## config.mk

```make
export PLATFORM = sky130hd
export DESIGN_NAME = ntc_a2t_div
export DESIGN_NICKNAME = d
export VERILOG_FILES = /design/src/design/ntc_adc_to_temperature_unit_macros.svh /design/src/design/ntc_a2t_pkg.sv /design/src/design/ntc_a2t_div.sv
export SDC_FILE = /design/constraint.sdc
export NUM_CORES = 2
export LEC_CHECK = 0
export BUFFER_PORTS_ARGS = -buffer_cell sky130_fd_sc_hd__clkbuf_2
export CORE_MARGIN = 2
export CORE_UTILIZATION = 58
export CTS_CLUSTER_SIZE = 10
export DETAILED_ROUTE_END_ITERATION = 8
export GPL_TIMING_DRIVEN = 0
export PLACE_DENSITY = 0.81
export RECOVER_POWER = 50
export SLEW_MARGIN = 0
export SYNTH_ARGS = -nofsm -noshare
export SYNTH_HDL_FRONTEND = slang
export SYNTH_SLANG_ARGS = --single-unit
```

## constraint.sdc

```tcl
create_clock -name clk_i -period 3.3 [get_ports clk_i]
set_input_delay 0.33 -clock clk_i [delete_from_list [all_inputs] [get_ports clk_i]]
set_output_delay 0.33 -clock clk_i [all_outputs]
set_load 0.02 [all_outputs]
```

## src/design/ntc_adc_to_temperature_unit_macros.svh

```systemverilog
// Assertion helpers for ntc_adc_to_temperature_unit.
`ifndef NTC_ADC_TO_TEMPERATURE_UNIT_MACROS_SVH
`define NTC_ADC_TO_TEMPERATURE_UNIT_MACROS_SVH

// Check a property on every clock edge outside reset.
`define NTC_ASSERT(lbl, clk, rst_n, prop, msg) \
  lbl: assert property (@(posedge clk) disable iff (!rst_n) (prop)) else $error(msg);

// Check that one condition is followed by another on the next clock edge.
`define NTC_ASSERT_NEXT(lbl, clk, rst_n, ante, cons, msg) \
  lbl: assert property (@(posedge clk) disable iff (!rst_n) (ante) |=> (cons)) else $error(msg);

`endif

```

## src/design/ntc_a2t_pkg.sv

```systemverilog
// ----------------------------------------------------------------------------
// ntc_a2t_pkg
// Shared types and constants of the NTC ADC to temperature converter.
// ----------------------------------------------------------------------------
package ntc_a2t_pkg;

  // Q16 fraction bits of the logarithm, Q31 mantissa width
  localparam int unsigned LOG_FRAC = 16;
  localparam int unsigned MANT_W   = 32;

  // Quotient bits produced by the divider (Kelvin result in 0.01 K)
  localparam int unsigned QUOT_W = 16;

  localparam logic [29:0] LN2_Q30 = 30'd744261118;

  localparam logic signed [14:0] TEMP_MIN     = -15'sd4000;
  localparam logic signed [14:0] TEMP_MAX     = 15'sd12500;
  localparam logic signed [14:0] TEMP_OPEN    = -15'sd9900;
  localparam logic signed [14:0] TEMP_SHORT   = 15'sd9900;
  localparam logic signed [14:0] TEMP_TIMEOUT = 15'sd2500;
  localparam logic signed [17:0] KELVIN_OFS   = 18'sd27315;

  typedef enum logic [1:0] {
    ST_NORMAL  = 2'd0,
    ST_OPEN    = 2'd1,
    ST_SHORT   = 2'd2,
    ST_TIMEOUT = 2'd3
  } status_e;

  typedef enum logic [2:0] {
    REG_FULL_SCALE = 3'd0,
    REG_PULLUP     = 3'd1,
    REG_NOMINAL    = 3'd2,
    REG_BETA       = 3'd3,
    REG_REF_TEMP   = 3'd4
  } reg_idx_e;

  typedef struct packed {
    logic    valid;
    status_e status;
  } meta_t;

endpackage

```

## src/design/ntc_a2t_div.sv

```systemverilog
// ----------------------------------------------------------------------------
// ntc_a2t_div
// Pipelined restoring divider, one quotient bit per stage, with a pass flag.
// ----------------------------------------------------------------------------
module ntc_a2t_div #(
  parameter int unsigned NW  = 54,
  parameter int unsigned DVW = 43
) (
  input  logic                           clk_i,
  input  logic                           en_i,
  input  logic [NW-1:0]                  num_i,
  input  logic [DVW-1:0]                 den_i,
  input  logic                           sat_i,
  output logic [ntc_a2t_pkg::QUOT_W-1:0] quot_o,
  output logic                           sat_o
);
  import ntc_a2t_pkg::*;

  localparam int unsigned CW = ((NW > DVW + QUOT_W) ? NW : DVW + QUOT_W) + 1;

  logic [CW-1:0]     r_q   [QUOT_W];
  logic [DVW-1:0]    d_q   [QUOT_W];
  logic [QUOT_W-1:0] q_q   [QUOT_W];
  logic              sat_q [QUOT_W];

  for (genvar s = 0; s < QUOT_W; s++) begin : g_stage
    localparam int unsigned K = QUOT_W - 1 - s;
    logic [CW-1:0]     r_in;
    logic [DVW-1:0]    d_in;
    logic [QUOT_W-1:0] q_in;
    logic              sat_in;
    logic [CW-1:0]     dsh;
    logic              take;
    if (s == 0) begin : g_first
      assign r_in   = CW'(num_i);
      assign d_in   = den_i;
      assign q_in   = '0;
      assign sat_in = sat_i;
    end else begin : g_next
      assign r_in   = r_q[s-1];
      assign d_in   = d_q[s-1];
      assign q_in   = q_q[s-1];
      assign sat_in = sat_q[s-1];
    end
    assign dsh  = CW'(d_in) << K;
    assign take = (r_in >= dsh);
    always_ff @(posedge clk_i) begin
      if (en_i) begin
        r_q[s]   <= take ? (r_in - dsh) : r_in;
        d_q[s]   <= d_in;
        q_q[s]   <= q_in | (QUOT_W'(take) << K);
        sat_q[s] <= sat_in;
      end
    end
  end

  assign quot_o = q_q[QUOT_W-1];
  assign sat_o  = sat_q[QUOT_W-1];

endmodule

```

==> summary.md <==
| Metric | Value |
|---|---|
| GRT Util Overall | 34.4% |
| Synth Area in Simple Gates | 11.8% |
| Nets | 11447 |
| Placed insts | 12143 |
| Fin crit share | 133% |
| Cell count after synthesis | 9684 |
| Unrepaired setup endpoints after global routing | true |
| Worst slack, placed | -2.74 ns |
| Crit path DAT | 5.01 ns |
| Remaining DRCs | 0 |
| Initial core utilization | 58.2% |
| Multiplexer area fraction after synthesis | 1.60% |
| CTS Sinks | 1696 |
| Count leader, synth | edfxtp_1 |
| Pleak | 50.5 nW |
| Die ar. | 0.177 mm2 |
| # setup viols final | 867 |
| Clk_lat worst skew | 0.89 ns |
| Post-synth top cells | 1696 x edfxtp_1, 972 x a21oi_1, 893 x inv_1 |
| WS Path Type | reg2reg |
| First-pass GRT wire length | 470000 um |
| Relative slew slack | -101% |
| Reg-to-reg slack, setup | -1.10 ns |
| Hold WC Path Type | in2reg |
| Post-synth ARST share | 0% |
| TritonCTS clock tree | yes |
| Via count | 82834 |
| Root buffer cell | clkbuf_16 |
| Initial DRT Pass Iterations | 8 |
| Peak VDD IR | 0.000702 V |
| Vias in the first global route | 82891 |
| Drt wl/cell | 26.0 um |
| Core Region | 0.173 mm2 |
| Congestion Overflow GR | 0 |
| Main synth FF type | edfxtp_1 |
| Vias per inst | 6.35 |
| FF+latch count, synth | 1696 |
| Sequential share of the synthesized area | 50.4% |
| Fin cells | 13054 |
| Post-Syn Nets | 10483 |
| Io pins | 117 |
| Clock buffers created by TritonCTS | 197 |
| Hold slack | 0.0934 ns |
| DRT Wirelength | 340000 um |
| Row count | 153 |
| Crit start category | register |
| R2R depth | 11 |
| Xor and xnor area share after synthesis | 6.19% |
| Largest net degree at the start of global routing | 134 |
| CP Max Fanout | 4 |
| Post-Synthesis Cell Area | 0.101 mm2 |
| Die W | 421 um |
| Final slew viol count | 381 |
| Slew @ Worst Pin | 3.01 ns |
| Post-route setup TNS | -351.13 ns |
| Final Cell Area | 0.127 mm2 |
| WHS Path Cells | 4 |
| Die extent in y | 421 um |
| Placed Area | 0.105 mm2 |
| Area contributors post-synth | edfxtp_1 50%, ha_1 8.5%, a21oi_1 4.8% |
| Longest Clk Path Bufs | 3 |
| Max Clock Freq | 227 MHz |
| Syn-to-layout area delta | 25.5% |
| Failing checks | max-capacitance violations, max-slew violations, negative setup slack |
| Util after Layout | 73.0% |
| CP required | 3.91 ns |
| Initial antenna violation count | 4 |
| CTS clock-pin slew for the worst setup and hold paths | 0.06 ns |
| Final ANT Viol Nets | 0 |
| Post-Synth Adder-Cell Area | 8.77% |
| Synth warnings | 0 |
| Avg Cell Area, Syn | 10.4 um2 |
| Post-synth EDFFs | 1696 |
| Compound-Gate Fraction of Synth Area | 16.5% |
| Distinct cell type count of the synthesized netlist | 103 |
| Placer Congestion | 1.03 |
| Fin crit period | 4.40 ns |
| Max-Cap Viols | 6 |
| Final hold vios | 0 |
| Pwr dens | 868 mW/mm2 |
| Port Buf Inserts | 116 |
| Area fraction of the dominant cell type after synthesis | 50.4% |
| Fraction of layout cells with a size suffix above 1 | 22.0% |
| Setup Skew | 0.0679 ns |
| Largest family of logic cells by synthesized area | compound AO/OA/AOI/OAI gates |
| CP Capture Type | register |
| Final HPWL DP | 220000 um |
| Tot Pwr | 110 mW |
| Status | complete, but fails checks |
| Worst setup margin | -1.10 ns |
| # H-tree levels | 4 |
| Starting DRT DRC Count | 7000 |
| Cell taking the most area after synthesis | edfxtp_1 |
final timing paths:
path	from	to
worst max register to register	r_q[0][305]	r_q[0][416]
worst min register to register	sat_q[0][6]	sat_q[0][7]
worst min-delay path	num_i[15]	r_q[0][15]
worst max-delay path	r_q[0][305]	r_q[0][416]
kinds of logic (layout without fill, tap and decap cells):
group	count (synthesis)	in the layout
AOI/OAI and AO/OA	2704	2704
and+or+nand+nor	2483	2484
DFF	1696	1696
buffers and inverters	1244	2282
xor gates and xnor gates	714	714
adders and majority gates	699	699
muxes	144	144
other	0	6
routing by layer:
layer  vias up  wire [um]  GRT usage (%)
li1      37233          -              -
met1     39009     101000           30.6
met2      4720     178000           66.0
met3      1868      18500           4.35
met4         4      43000           32.6
met5         -         23              0
final cells by class:
class | count | area, um2
buffer | 240 | 2330
inverter | 899 | 3470
fill | 11167 | 46800
tap | 2325 | 2910
clock inverter | 44 | 562
sequential | 1696 | 50900
multi-input combinational | 6745 | 53100
antenna | 6 | 15.0
clock buffer | 230 | 5050
timing repair buffer | 869 | 8280
worst max-delay path, cell delays in order (launching register included):
cell and delay, ns:
edfxtp_1 0.45, nor4_1 1.31, nand3_2 0.23, nor3_4 0.51
a31oi_4 0.21, o21ai_4 0.24, nor3_4 0.10, buf_6 0.14
clkinv_4 0.04, nand4_1 0.14, or4_4 0.57, xnor2_2 0.16
power by group:
group | internal, mW | switching (mW)
combinational | 23.8 | 31.4
clock | 10.9 | 8.89
sequential | 31.1 | 3.79
total | 65.8 | 44.1
repair_timing:
item                                     CTS  global route
resized for setup                       1218          1072
endpoints found under the setup margin  1190           978
setup buffers                            335           261
hold buffers                              97             3
pin swaps                                251           336
gates cloned                              21            31
hold endpoints to repair                 188             3
placed cells by master (no fill, tap or decap), drive strengths merged, types with 87 or more instances in the layout:
master / Yosys / final
a21o: 398 / 398
nand2b: 87 / 87
buf: 68 / 658
xor2: 285 / 285
nor2b: 101 / 101
nand4: 190 / 190
dlygate4sd3: 0 / 98
edfxtp: 1696 / 1696
nor2: 647 / 648
mux2: 137 / 137
nor3: 133 / 133
ha: 684 / 684
o21ai: 645 / 645
nand3: 169 / 169
inv: 898 / 896
a21oi: 978 / 978
xnor2: 429 / 429
o21bai: 130 / 130
nand2: 767 / 767
clkbuf: 277 / 581
registers in the layout, summed over array words and instances (netlist names):
signal	cells
sat_q	16
r_q	899
q_q	136
d_q	645
(Power assumes the default switching activity.)
